### src/design/lgs_pkg.sv
// ---------------------------------------------------------------------------
// lgs_pkg: shared types and constants of the life grid stepper
// Item and result layouts, side limits and the operation codes of an item.
// ---------------------------------------------------------------------------
package lgs_pkg;

	// default number of grid columns
	localparam int GRID_SIZE_DEF = 32;
	// widest column that the result carries
	localparam int MAX_SIDE      = 32;
	// smallest side in use
	localparam int MIN_SIDE      = 3;
	// side in use after reset
	localparam logic [5:0] SIZE_RESET = 6'd32;

	// item operation codes
	localparam logic MODE_TOGGLE = 1'b0;
	localparam logic MODE_STEP   = 1'b1;

	typedef struct packed {
		logic       mode;
		logic [4:0] x_pos;
		logic [4:0] y_pos;
	} item_t;

	typedef struct packed {
		logic [4:0]  column_index;
		logic [31:0] column_cells;
		logic        rejected;
		logic        last_column;
	} result_t;

endpackage

### src/design/lgs_column_eval.sv
// ---------------------------------------------------------------------------
// lgs_column_eval: next generation of one grid column
// Applies the B3/S23 rule to every cell of the middle column of a
// three-column window; rows outside the column count as dead.
// ---------------------------------------------------------------------------
module lgs_column_eval #(
	parameter int ROWS = 32
) (
	input  logic [ROWS-1:0] left,
	input  logic [ROWS-1:0] mid,
	input  logic [ROWS-1:0] right,
	output logic [ROWS-1:0] next
);
	import lgs_pkg::*;

	// count the eight neighbors of each cell and apply the rule
	always_comb begin
		logic [3:0] cnt;
		next = '0;
		for (int r = 0; r < ROWS; r++) begin
			cnt = 4'(left[r]) + 4'(right[r]);
			if (r > 0) begin
				cnt = cnt + 4'(left[r-1]) + 4'(mid[r-1]) + 4'(right[r-1]);
			end
			if (r < ROWS - 1) begin
				cnt = cnt + 4'(left[r+1]) + 4'(mid[r+1]) + 4'(right[r+1]);
			end
			next[r] = (cnt == 4'd3) || (mid[r] && (cnt == 4'd2));
		end
	end

endmodule

### src/design/life_grid_stepper.sv
// ---------------------------------------------------------------------------
// life_grid_stepper: Conway Life (B3/S23) grid with toggle and step items
// Keeps the grid in a column memory; a step sweeps it with a window of
// three columns through one shared column evaluator.
// ---------------------------------------------------------------------------
//  channel  | signals                          | moves
//  ---------+----------------------------------+------------------------------
//  item     | item_valid, item_ready, item     | toggle or step request
//  result   | result_valid, result_ready, result | one grid column per transfer
//  cfg      | cfg_valid, cfg_ready, cfg_data   | side in use (always ready)
//
// A toggle does a memory read, then a read-modify-write of one column.
// A step for side n does one read to prime the window, one to fill it, then
// one column per cycle unless results stall, set by the single memory read port.
// Reset clears the column valid bits, so the grid reads as all dead at once.
// A stalled result holds the sweep; item_ready is low until the item is done.
// ---------------------------------------------------------------------------
module life_grid_stepper #(
	parameter int GRID_SIZE = lgs_pkg::GRID_SIZE_DEF
) (
	input  logic            clk,
	input  logic            arst_n,
	input  logic            item_valid,
	output logic            item_ready,
	input  lgs_pkg::item_t  item,
	output logic            result_valid,
	input  logic            result_ready,
	output lgs_pkg::result_t result,
	input  logic            cfg_valid,
	output logic            cfg_ready,
	input  logic [5:0]      cfg_data
);
	import lgs_pkg::*;

	localparam int COLS = (GRID_SIZE < MAX_SIDE) ? GRID_SIZE : MAX_SIDE;
	localparam int CW   = $clog2(COLS);

	localparam logic [1:0] ST_IDLE  = 2'd0;
	localparam logic [1:0] ST_LOAD  = 2'd1;
	localparam logic [1:0] ST_RUN   = 2'd2;
	localparam logic [1:0] ST_TOGG  = 2'd3;

	logic [1:0]      state_q;
	logic [5:0]      size_q;
	logic [5:0]      side;
	logic [COLS-1:0] row_mask;
	logic [COLS-1:0] valid_q;
	logic [COLS-1:0] mem [COLS];
	logic [COLS-1:0] rdata_q;
	logic            rhit_q;
	logic            mem_re;
	logic            mem_we;
	logic [5:0]      rd_addr;
	logic            rd_ok;
	logic [COLS-1:0] wdata;
	logic [CW-1:0]   waddr;
	logic [COLS-1:0] rd_col;
	logic [COLS-1:0] left_q;
	logic [COLS-1:0] mid_q;
	logic [COLS-1:0] right_col;
	logic [COLS-1:0] next_col;
	logic [4:0]      cx_q;
	logic [4:0]      x_q;
	logic [4:0]      y_q;
	logic            advance;
	logic            accept;
	logic            tog_reject;
	logic            last;
	logic [COLS-1:0] tog_col;
	result_t         res_q;
	logic            res_valid_q;

	assign cfg_ready    = 1'b1;
	assign item_ready   = (state_q == ST_IDLE);
	assign accept       = item_valid && item_ready;
	assign result_valid = res_valid_q;
	assign result       = res_q;
	assign advance      = !res_valid_q || result_ready;

	// saturate the configured side to the grid limits
	always_comb begin
		side = size_q;
		if (size_q < 6'(MIN_SIDE)) begin
			side = 6'(MIN_SIDE);
		end else if (size_q > 6'(COLS)) begin
			side = 6'(COLS);
		end
	end

	always_comb begin
		for (int r = 0; r < COLS; r++) begin
			row_mask[r] = (6'(r) < side);
		end
	end

	// hold the side register
	always_ff @(posedge clk or negedge arst_n) begin
		if (!arst_n) begin
			size_q <= SIZE_RESET;
		end else if (cfg_valid && cfg_ready) begin
			size_q <= cfg_data;
		end
	end

	// pick the read address and whether the column holds written data
	always_comb begin
		rd_addr = 6'd0;
		rd_ok   = 1'b0;
		mem_re  = 1'b0;
		case (state_q)
			ST_IDLE: begin
				if (item.mode == MODE_STEP) begin
					rd_addr = 6'd0;
					rd_ok   = valid_q[0];
				end else begin
					rd_addr = {1'b0, item.x_pos};
					rd_ok   = (rd_addr < 6'(COLS)) && valid_q[rd_addr[CW-1:0]];
				end
				mem_re = accept;
			end
			ST_LOAD: begin
				rd_addr = 6'd1;
				rd_ok   = (rd_addr < side) && valid_q[1];
				mem_re  = 1'b1;
			end
			ST_RUN: begin
				rd_addr = 6'(cx_q) + 6'd2;
				rd_ok   = (rd_addr < side) && valid_q[rd_addr[CW-1:0]];
				mem_re  = advance;
			end
			default: begin
				rd_addr = 6'd0;
				rd_ok   = 1'b0;
				mem_re  = 1'b0;
			end
		endcase
	end

	assign rd_col    = rhit_q ? rdata_q : '0;
	assign right_col = rd_col & row_mask;
	assign last      = ((6'(cx_q) + 6'd1) == side);

	lgs_column_eval #(
		.ROWS(COLS)
	) u_eval (
		.left (left_q),
		.mid  (mid_q),
		.right(right_col),
		.next (next_col)
	);

	// toggle result: flip one cell unless outside the square
	assign tog_reject = ({1'b0, x_q} >= side) || ({1'b0, y_q} >= side);
	assign tog_col    = tog_reject ? rd_col : (rd_col ^ (COLS'(1) << y_q));

	// pick the write-back column
	always_comb begin
		mem_we = 1'b0;
		wdata  = next_col & row_mask;
		waddr  = cx_q[CW-1:0];
		if (state_q == ST_RUN) begin
			mem_we = advance;
		end else if (state_q == ST_TOGG) begin
			mem_we = advance && !tog_reject;
			wdata  = tog_col;
			waddr  = x_q[CW-1:0];
		end
	end

	// column memory: one write, one registered read
	always_ff @(posedge clk) begin
		if (mem_we) begin
			mem[waddr] <= wdata;
		end
		if (mem_re) begin
			rdata_q <= mem[rd_addr[CW-1:0]];
			rhit_q  <= rd_ok;
		end
	end

	// track written columns; drop columns beyond the side when a step starts
	always_ff @(posedge clk or negedge arst_n) begin
		if (!arst_n) begin
			valid_q <= '0;
		end else begin
			if (accept && (item.mode == MODE_STEP)) begin
				for (int i = 0; i < COLS; i++) begin
					if (6'(i) >= side) begin
						valid_q[i] <= 1'b0;
					end
				end
			end
			if (mem_we) begin
				valid_q[waddr] <= 1'b1;
			end
		end
	end

	// sequencer
	always_ff @(posedge clk or negedge arst_n) begin
		if (!arst_n) begin
			state_q <= ST_IDLE;
		end else begin
			case (state_q)
				ST_IDLE: begin
					if (accept) begin
						state_q <= (item.mode == MODE_STEP) ? ST_LOAD : ST_TOGG;
					end
				end
				ST_LOAD: begin
					state_q <= ST_RUN;
				end
				ST_RUN: begin
					if (advance && last) begin
						state_q <= ST_IDLE;
					end
				end
				ST_TOGG: begin
					if (advance) begin
						state_q <= ST_IDLE;
					end
				end
				default: begin
					state_q <= ST_IDLE;
				end
			endcase
		end
	end

	// window, column counter and captured coordinates
	always_ff @(posedge clk) begin
		if (accept) begin
			x_q <= item.x_pos;
			y_q <= item.y_pos;
		end
		if (state_q == ST_LOAD) begin
			left_q <= '0;
			mid_q  <= right_col;
			cx_q   <= 5'd0;
		end else if ((state_q == ST_RUN) && advance) begin
			left_q <= mid_q;
			mid_q  <= right_col;
			cx_q   <= cx_q + 5'd1;
		end
	end

	// result register: load on advance, drop after the transfer
	always_ff @(posedge clk or negedge arst_n) begin
		if (!arst_n) begin
			res_valid_q <= 1'b0;
		end else if (advance && ((state_q == ST_RUN) || (state_q == ST_TOGG))) begin
			res_valid_q <= 1'b1;
		end else if (result_ready) begin
			res_valid_q <= 1'b0;
		end
	end

	always_ff @(posedge clk) begin
		if (advance && (state_q == ST_RUN)) begin
			res_q.column_index <= cx_q;
			res_q.column_cells <= 32'(next_col & row_mask);
			res_q.rejected     <= 1'b0;
			res_q.last_column  <= last;
		end else if (advance && (state_q == ST_TOGG)) begin
			res_q.column_index <= x_q;
			res_q.column_cells <= 32'(tog_col);
			res_q.rejected     <= tog_reject;
			res_q.last_column  <= 1'b1;
		end
	end

endmodule

### config.mk
export PLATFORM = sky130hd
export DESIGN_NAME = life_grid_stepper
export DESIGN_NICKNAME = d
export VERILOG_FILES = /design/src/design/lgs_pkg.sv /design/src/design/lgs_column_eval.sv /design/src/design/life_grid_stepper.sv
export SDC_FILE = /design/constraint.sdc
export NUM_CORES = 2
export LEC_CHECK = 0
export BUFFER_PORTS_ARGS = -buffer_cell sky130_fd_sc_hd__buf_2
export CAP_MARGIN = 40
export CORE_MARGIN = 2
export CORE_UTILIZATION = 45
export DETAILED_ROUTE_END_ITERATION = 16
export GPL_ROUTABILITY_DRIVEN = 0
export SYNTH_ARGS = -nofsm -noshare
export SYNTH_HDL_FRONTEND = slang
export SYNTH_SLANG_ARGS = --single-unit
### constraint.sdc
create_clock -name clk -period 6.76 [get_ports clk]
set_input_delay 0.338 -clock clk [delete_from_list [all_inputs] [get_ports clk]]
set_output_delay 0.338 -clock clk [all_outputs]
set_load 0.01 [all_outputs]
Word level (Yosys, flattened, before mapping):

Memory sizes are Yosys's and may differ from the RTL's. A register that Yosys moved wholly into a read port is not among the register bits.
Cells that the tools add are included.

* register bits after elaboration: 160
* latch bits: 0
* bits in writable memories: 1024
* memory bits (read-only): 0
* input port bits: 22
* output and inout bits: 42
* logic and storage cells: 537
* memories kept: 1

* $add $sub $neg: 221
* multipliers: 0
* divide/modulo/power cells: 0
* magnitude comparators: 73
* equality and inequality tests: 71
* shift operators: 1
* mux-type cells: 68
* bitwise gates (word level): 4
* reductions and logical operators: 84

Memories
* mem: words 32, width 32, read ports 1, clocked after memory_dff 1, wr ports 1, RTL line life_grid_stepper.sv:48 `logic [COLS-1:0] mem [COLS];`

Operators by type and width (number)
* 4-bit by 1-bit adder with 4-bit output: 186
* 4-bit by 2-bit equality test with 1-bit output (second input constant): 64
* 32-bit two-way mux: 8
* 5-bit by 6-bit greater-or-equal comparator with 1-bit output (first input constant): 16
* 5-bit by 6-bit less-than comparator with 1-bit output (first input constant): 16
* 39-bit two-way mux: 2
* 1-bit by 1-bit adder with 2-bit output: 32
* 32-bit bitwise AND: 2
* 4-bit by 6-bit greater-or-equal comparator with 1-bit output (first input constant): 8
* 4-bit by 6-bit less-than comparator with 1-bit output (first input constant): 8
* 1-bit logical AND: 42
* 1-bit two-way mux: 42
* 1-bit logical OR: 35
* 32-bit bitwise OR: 1
* 1-bit by 5-bit << shifter with 32-bit output (first input constant): 1
* 32-bit bitwise XOR: 1
* 3-bit by 6-bit greater-or-equal comparator with 1-bit output (first input constant): 4
* 3-bit by 6-bit less-than comparator with 1-bit output (first input constant): 4
* 5-bit by 6-bit less-than comparator with 1-bit output (second input constant): 3
* 5-bit two-way mux: 3
* 5-bit one-hot mux with 3 select lines: 1
* 1-bit by 6-bit greater-or-equal comparator with 1-bit output (first input constant): 2
* 2-bit by 6-bit greater-or-equal comparator with 1-bit output (first input constant): 2
* 5-bit by 6-bit greater-or-equal comparator with 1-bit output: 2
* other kinds (24): 37

Logic depth before layout (Yosys ltp):

* depth after elaboration: 18
* depth in mapped cells: 20
* gate-level depth less buffers: 19

Cells and area by module:

From an unflattened synthesis, not the netlist that was laid out.

* cell total of the unflattened synthesis: 4325
* area total of the unflattened synthesis: 55182.9 um2

Modules (own cells, without submodules)
* life_grid_stepper: instances 1, cells each 3756, area an instance 49989.2 um2, sequential area each 35930.7 um2
* lgs_column_eval: instances 1, cells each 569, area an instance 5193.7 um2, sequential area each 0.0 um2

Worst setup path after synthesis:

Ideal clock, no wire load.

* path type: reg2reg
* start point: register size_q[5]
* end point: memory mem[1][0] in the netlist's numbering (enable)
* library setup time: 0.504 ns
* arrival: 5.706 ns
* data required time: 6.256 ns
* path slack: 0.550 ns
* cell stages (with the launch flop): 11
* buffers on the path: 3
* clock period less this slack: 6.210 ns
* cell sequence: dfstp_2 -> clkbuf_1 -> buf_1 -> buf_1 -> nor2_1 -> ha_1 -> nand2b_1 -> a2111oi_0 -> or3_1 -> a311o_1 -> nor4bb_1

* word-level cells in the longest chain between the ends: 11
* elaborated cells on any way between the ends: 13
* classes of those cells: order compare (4); mux (6); reduce/logical (3)

RTL lines
* start: declaration: RTL line life_grid_stepper.sv:44 `logic [5:0] size_q;`
* start signal: assignment: RTL line life_grid_stepper.sv:101 `size_q <= cfg_data;`
* 6-bit greater-than comparator: RTL line life_grid_stepper.sv:85 `end else if (size_q > 6'(COLS)) begin`
* 6-bit two-way mux: RTL line life_grid_stepper.sv:85
* 6-bit two-way mux *: RTL line life_grid_stepper.sv:83 `if (size_q < 6'(MIN_SIDE)) begin`
* 5-bit by 6-bit greater-or-equal comparator with 1-bit output: RTL line life_grid_stepper.sv:153 `assign tog_reject = ({1'b0, x_q} >= side) || ({1'b0, y_q} >= side);`
* 1-bit logical OR *: RTL line life_grid_stepper.sv:153
* 1-bit logical NOT *: RTL line life_grid_stepper.sv:164 `mem_we = advance && !tog_reject;`
* 1-bit logical AND *: RTL line life_grid_stepper.sv:164
* 1-bit two-way mux *: RTL line life_grid_stepper.sv:163 `end else if (state_q == ST_TOGG) begin`
* 1-bit two-way mux *: RTL line life_grid_stepper.sv:161 `if (state_q == ST_RUN) begin`
* 1-bit two-way mux *: RTL line life_grid_stepper.sv:172 `if (mem_we) begin`
* 1-bit two-way mux (not written as such) *: RTL line life_grid_stepper.sv:173 `mem[waddr] <= wdata;`
* end: declaration: RTL line life_grid_stepper.sv:48

Mark *: on every way between the ends. The rest lies on a longest branch, timed or not.

Worst setup path in the final report:

* start point: register size_q[3]
* end point: memory mem[20][18] in the netlist's numbering, data pin

* word-level cells in the longest chain between the ends: 18
* elaborated cells on any way between the ends: 26
* classes of those cells: add/sub (7); order compare (7); eq/ne (2); mux (5); bitwise (2); reduce/logical (3)

RTL lines
* 6-bit greater-than comparator: RTL line life_grid_stepper.sv:85
* 6-bit two-way mux: RTL line life_grid_stepper.sv:85
* 6-bit two-way mux *: RTL line life_grid_stepper.sv:83
* 5-bit by 6-bit less-than comparator with 1-bit output *: RTL line life_grid_stepper.sv:92 `row_mask[r] = (6'(r) < side);`
* 32-bit bitwise AND *: RTL line life_grid_stepper.sv:140 `assign right_col = rd_col & row_mask;`
* via right_col[18]: RTL line life_grid_stepper.sv:60 `logic [COLS-1:0] right_col;`
* 1-bit by 1-bit adder with 2-bit output *: RTL line lgs_column_eval.sv:21 `cnt = 4'(left[r]) + 4'(right[r]);`
* 4-bit by 1-bit adder with 4-bit output * (3 in a row): RTL line lgs_column_eval.sv:23 `cnt = cnt + 4'(left[r-1]) + 4'(mid[r-1]) + 4'(right[r-1]);`
* 4-bit by 1-bit adder with 4-bit output * (3 in a row): RTL line lgs_column_eval.sv:26 `cnt = cnt + 4'(left[r+1]) + 4'(mid[r+1]) + 4'(right[r+1]);`
* 4-bit by 2-bit equality test with 1-bit output: RTL line lgs_column_eval.sv:28 `next[r] = (cnt == 4'd3) || (mid[r] && (cnt == 4'd2));`
* 1-bit logical AND: RTL line lgs_column_eval.sv:28
* 1-bit logical OR *: RTL line lgs_column_eval.sv:28
* 32-bit bitwise AND *: RTL line life_grid_stepper.sv:159 `wdata = next_col & row_mask;`
* 32-bit two-way mux: RTL line life_grid_stepper.sv:163
* 32-bit two-way mux *: RTL line life_grid_stepper.sv:161
* via wdata[18]: RTL line life_grid_stepper.sv:55 `logic [COLS-1:0] wdata;`

Mark *: on every way through the listed nets, which the timed path passes. The rest lies on a longest branch.

==> metrics.cfg <==
[status]
run_status=finished clean

[clocking]
cts.sink_count=1216
source_to_sink_clock_delay_at_the_later_pin_of_the_worst_skew_pair_ns=0.76
resized_cells_post_cts=0
cts_buffer_depth=3
cts.root.buffer_cell=sky130_fd_sc_hd__clkbuf_16
cts.clk_slew.worst_paths_ns=0.06
ctsHtreeMaxLevel=4
cts_hold_repair.buffers=27
postCtsSetupBuffers=0
cts_buffers=132
tritoncts=yes

[run]
max_cap_viol_count=0

[layout]
ratio_of_cells_with_drive_above_1_in_the_final_layout_pct=12.5
instances_no_fill=5904
synthesis_to_finish_area_growth_pct=14.5
finish.net_count=4444
layout_common_cells=1137 x sky130_fd_sc_hd__edfxtp_1, 616 x sky130_fd_sc_hd__nand2_1, 294 x sky130_fd_sc_hd__inv_1
postLayoutCellArea_um2=62400
most_frequent_standard_cell_in_the_layout_excluding_fill_and_tap_cells=sky130_fd_sc_hd__edfxtp_1

[sta]
min_period_ns=5.69
finalSetupTns_ns=0
worst_slew_margin_rel_pct=34.5
final.period_utilization_pct=84.1
max_slew.worst_pin.slew_ns=0.963
setup-violations-final=0
worst_slack_ns=1.07
final.setup_skew_ns=0.0355
max_slew_violation_count=0
timing.final.hold_violations=0
rsz0062_at_grt=no
timing.fmax_ghz=0.176

[route]
viasPerCell=6.02
via_count=35535
postRouteAntennaNets=0
drt_pass1_iterations=6
avgRoutedWirePerCell_um=28.7
drt_iter0_drc=4395
drc_errors=0
wirelength_um=170000

[global_routing]
globalRouteMet2Util_pct=42.4
via_count_of_the_first_global_routing_pass=34169
grt_util_met1_pct=37.8
groute.layer.met3.usage_pct=4.82
maximum_number_of_pins_on_one_net_before_global_route_repair=112
grt_first_pass_wirelength_um=244000
gr-max-usage-layer=met2
antenna_found_initial=2
grt_util_all_layers_pct=27.1
globalRoute.totalOverflow=0

[synthesis]
synth.yosys.seq_area_share_pct=66.0
netlist-cell-type-count=69
synthTopCellsByArea=sky130_fd_sc_hd__edfxtp_1 63%, sky130_fd_sc_hd__mux2i_1 5.0%, sky130_fd_sc_hd__fa_1 4.6%, sky130_fd_sc_hd__nand2_1 4.3%, sky130_fd_sc_hd__ha_1 2.6%
postSynthAreaPerCell_um2=13.5
synth-seq-cells=1216
mapped_cell_area_um2=54500
synth_top_area_cell=sky130_fd_sc_hd__edfxtp_1
ys_dominant_reg_cell=sky130_fd_sc_hd__edfxtp_1
postSynthNetCount=4286
post-synth-top-area-fraction_pct=62.7
ys.warnings.count=0
asyncSetResetFlopFracSynth_pct=3.37
syn_inst=4028
synth_edf_count=1137

[setup_path]
path_delay_family=adder cells
timing.critical_path.from=size_q[3]$_DFFE_PN0P_
cp_arrival_ns=6.27
path_cells=nor2_1, nand2_1, a21oi_1, or2_2, inv_1, ha_1, inv_1, fa_1, fa_1, inv_1, fa_1, inv_1, fa_1, a2111oi_0, a21oi_1, or4_1, mux2i_2, buf_4
worst_setup_path_start_kind=flop
cp.required_ns=7.35
worstSetupPathType=reg2reg
cpMaxStageDelayCell=sky130_fd_sc_hd__dfrtp_1
crit_path_end_kind=flop
worst_path_bufs_invs=5
critical_path.max_stage_delay_ns=0.78
critPathMaxFanout=23
r2r_start=size_q[3]$_DFFE_PN0P_

[placement]
dp_hpwl_um=103000
dpl_cell_area_um2=57900
place_inst=5637
detailedPlace.worstSlack_ns=1.26
portBuffers=62

[hold_path]
holdCritPathClass=in2reg
holdCritStartpoint=item[10]

[die]
die-width_um=352
floorplan.io_pins=64
core_area_um2=120000
initial_core_utilization_pct=45.4
design.die.area_um2=124000
rows=127
floorplan_die_height_um=352

worst reg2reg max path, stage by stage, from the launching register on:
cell and delay, ns:
sky130_fd_sc_hd__dfrtp_1 0.78, sky130_fd_sc_hd__nor2_1 0.16, sky130_fd_sc_hd__nand2_1 0.10, sky130_fd_sc_hd__a21oi_1 0.13
sky130_fd_sc_hd__or2_2 0.38, sky130_fd_sc_hd__inv_1 0.13, sky130_fd_sc_hd__ha_1 0.25, sky130_fd_sc_hd__inv_1 0.07
sky130_fd_sc_hd__fa_1 0.43, sky130_fd_sc_hd__fa_1 0.43, sky130_fd_sc_hd__inv_1 0.07, sky130_fd_sc_hd__fa_1 0.18
sky130_fd_sc_hd__inv_1 0.06, sky130_fd_sc_hd__fa_1 0.37, sky130_fd_sc_hd__a2111oi_0 0.35, sky130_fd_sc_hd__a21oi_1 0.07
sky130_fd_sc_hd__or4_1 0.46, sky130_fd_sc_hd__mux2i_2 0.78, sky130_fd_sc_hd__buf_4 0.33
registers in the layout (all words and copies together) (netlist names), 2 cells and up:
| name | cells |
|---|---|
| mid_q | 32 |
| valid_q | 32 |
| result | 39 |
| cx_q | 5 |
| mem | 1024 |
| state_q | 2 |
| x_q | 5 |
| y_q | 5 |
| rdata_q | 32 |
| size_q | 6 |
| left_q | 32 |
cells in the mapped netlist (16+ instances only):
master / n
sky130_fd_sc_hd__edfxtp_1: 1137
sky130_fd_sc_hd__nand2_1: 621
sky130_fd_sc_hd__inv_1: 296
sky130_fd_sc_hd__mux2i_1: 272
sky130_fd_sc_hd__a21oi_1: 239
sky130_fd_sc_hd__o22ai_1: 170
sky130_fd_sc_hd__fa_1: 124
sky130_fd_sc_hd__clkbuf_1: 119
sky130_fd_sc_hd__nand3_1: 113
sky130_fd_sc_hd__ha_1: 112
sky130_fd_sc_hd__o21ai_0: 97
sky130_fd_sc_hd__nor2_1: 96
sky130_fd_sc_hd__nor4_1: 67
sky130_fd_sc_hd__buf_2: 50
sky130_fd_sc_hd__nor3_1: 42
sky130_fd_sc_hd__dfrtp_1: 40
sky130_fd_sc_hd__dfxtp_1: 38
sky130_fd_sc_hd__xnor2_1: 36
sky130_fd_sc_hd__a311o_1: 30
sky130_fd_sc_hd__o221ai_1: 30
sky130_fd_sc_hd__mux4_2: 26
sky130_fd_sc_hd__nand4_1: 25
sky130_fd_sc_hd__a2111oi_0: 21
sky130_fd_sc_hd__buf_1: 20
sky130_fd_sc_hd__nor2b_1: 18
sky130_fd_sc_hd__a31oi_1: 16
sky130_fd_sc_hd__buf_4: 16
through the flow:
step                      hold slack, ns  utilization (%)
after CTS                         0.0129             52.0
after floorplan                   0.0424                -
after global routing              0.0568             52.0
after detailed placement           0.196             48.3
final                             0.0651             52.0
after global placement             0.484             47.7
cells by family after synthesis:
group,share of synthesized area (%)
DFF,66.0
and+or+nand+nor,8.54
AOI/OAI and AO/OA,7.44
buffers and inverters,3.98
muxes,6.28
adders and majority gates,7.13
xor gates and xnor gates,0.659
other,0.00688
final cells by class:
type | count | area (um^2)
multi-input combinational | 2296 | 16800
clock inverter | 59 | 543
clock buffer | 180 | 3650
timing repair buffer | 243 | 2250
fill | 9941 | 57600
sequential | 1216 | 35900
tap | 1612 | 2020
antenna | 1 | 2.50
inverter | 297 | 1120
layer usage:
metal | part of all wire, % | wire [um]
met5 | 0.0077 | 13
met2 | 46 | 78400
met3 | 8.8 | 14900
met4 | 3.8 | 6440
met1 | 41 | 70000
worst paths after layout:
check	slack, ns	depth (start not counted)	end
min in group asynchronous	0.14	3	valid_q[7]$_DFF_PN0_
min reg2reg	0.51	1	valid_q[26]$_DFF_PN0_
max in group asynchronous	5.87	3	state_q[0]$_DFFE_PN0P_
min	0.07	4	state_q[1]$_DFFE_PN0P_
max	1.07	18	mem[20][18]$_DFFE_PP_
max reg2reg	1.07	18	mem[20][18]$_DFFE_PP_
Power is not shown: default switching activity piles up to over one toggle a cycle in this logic, so the estimate is an artifact.
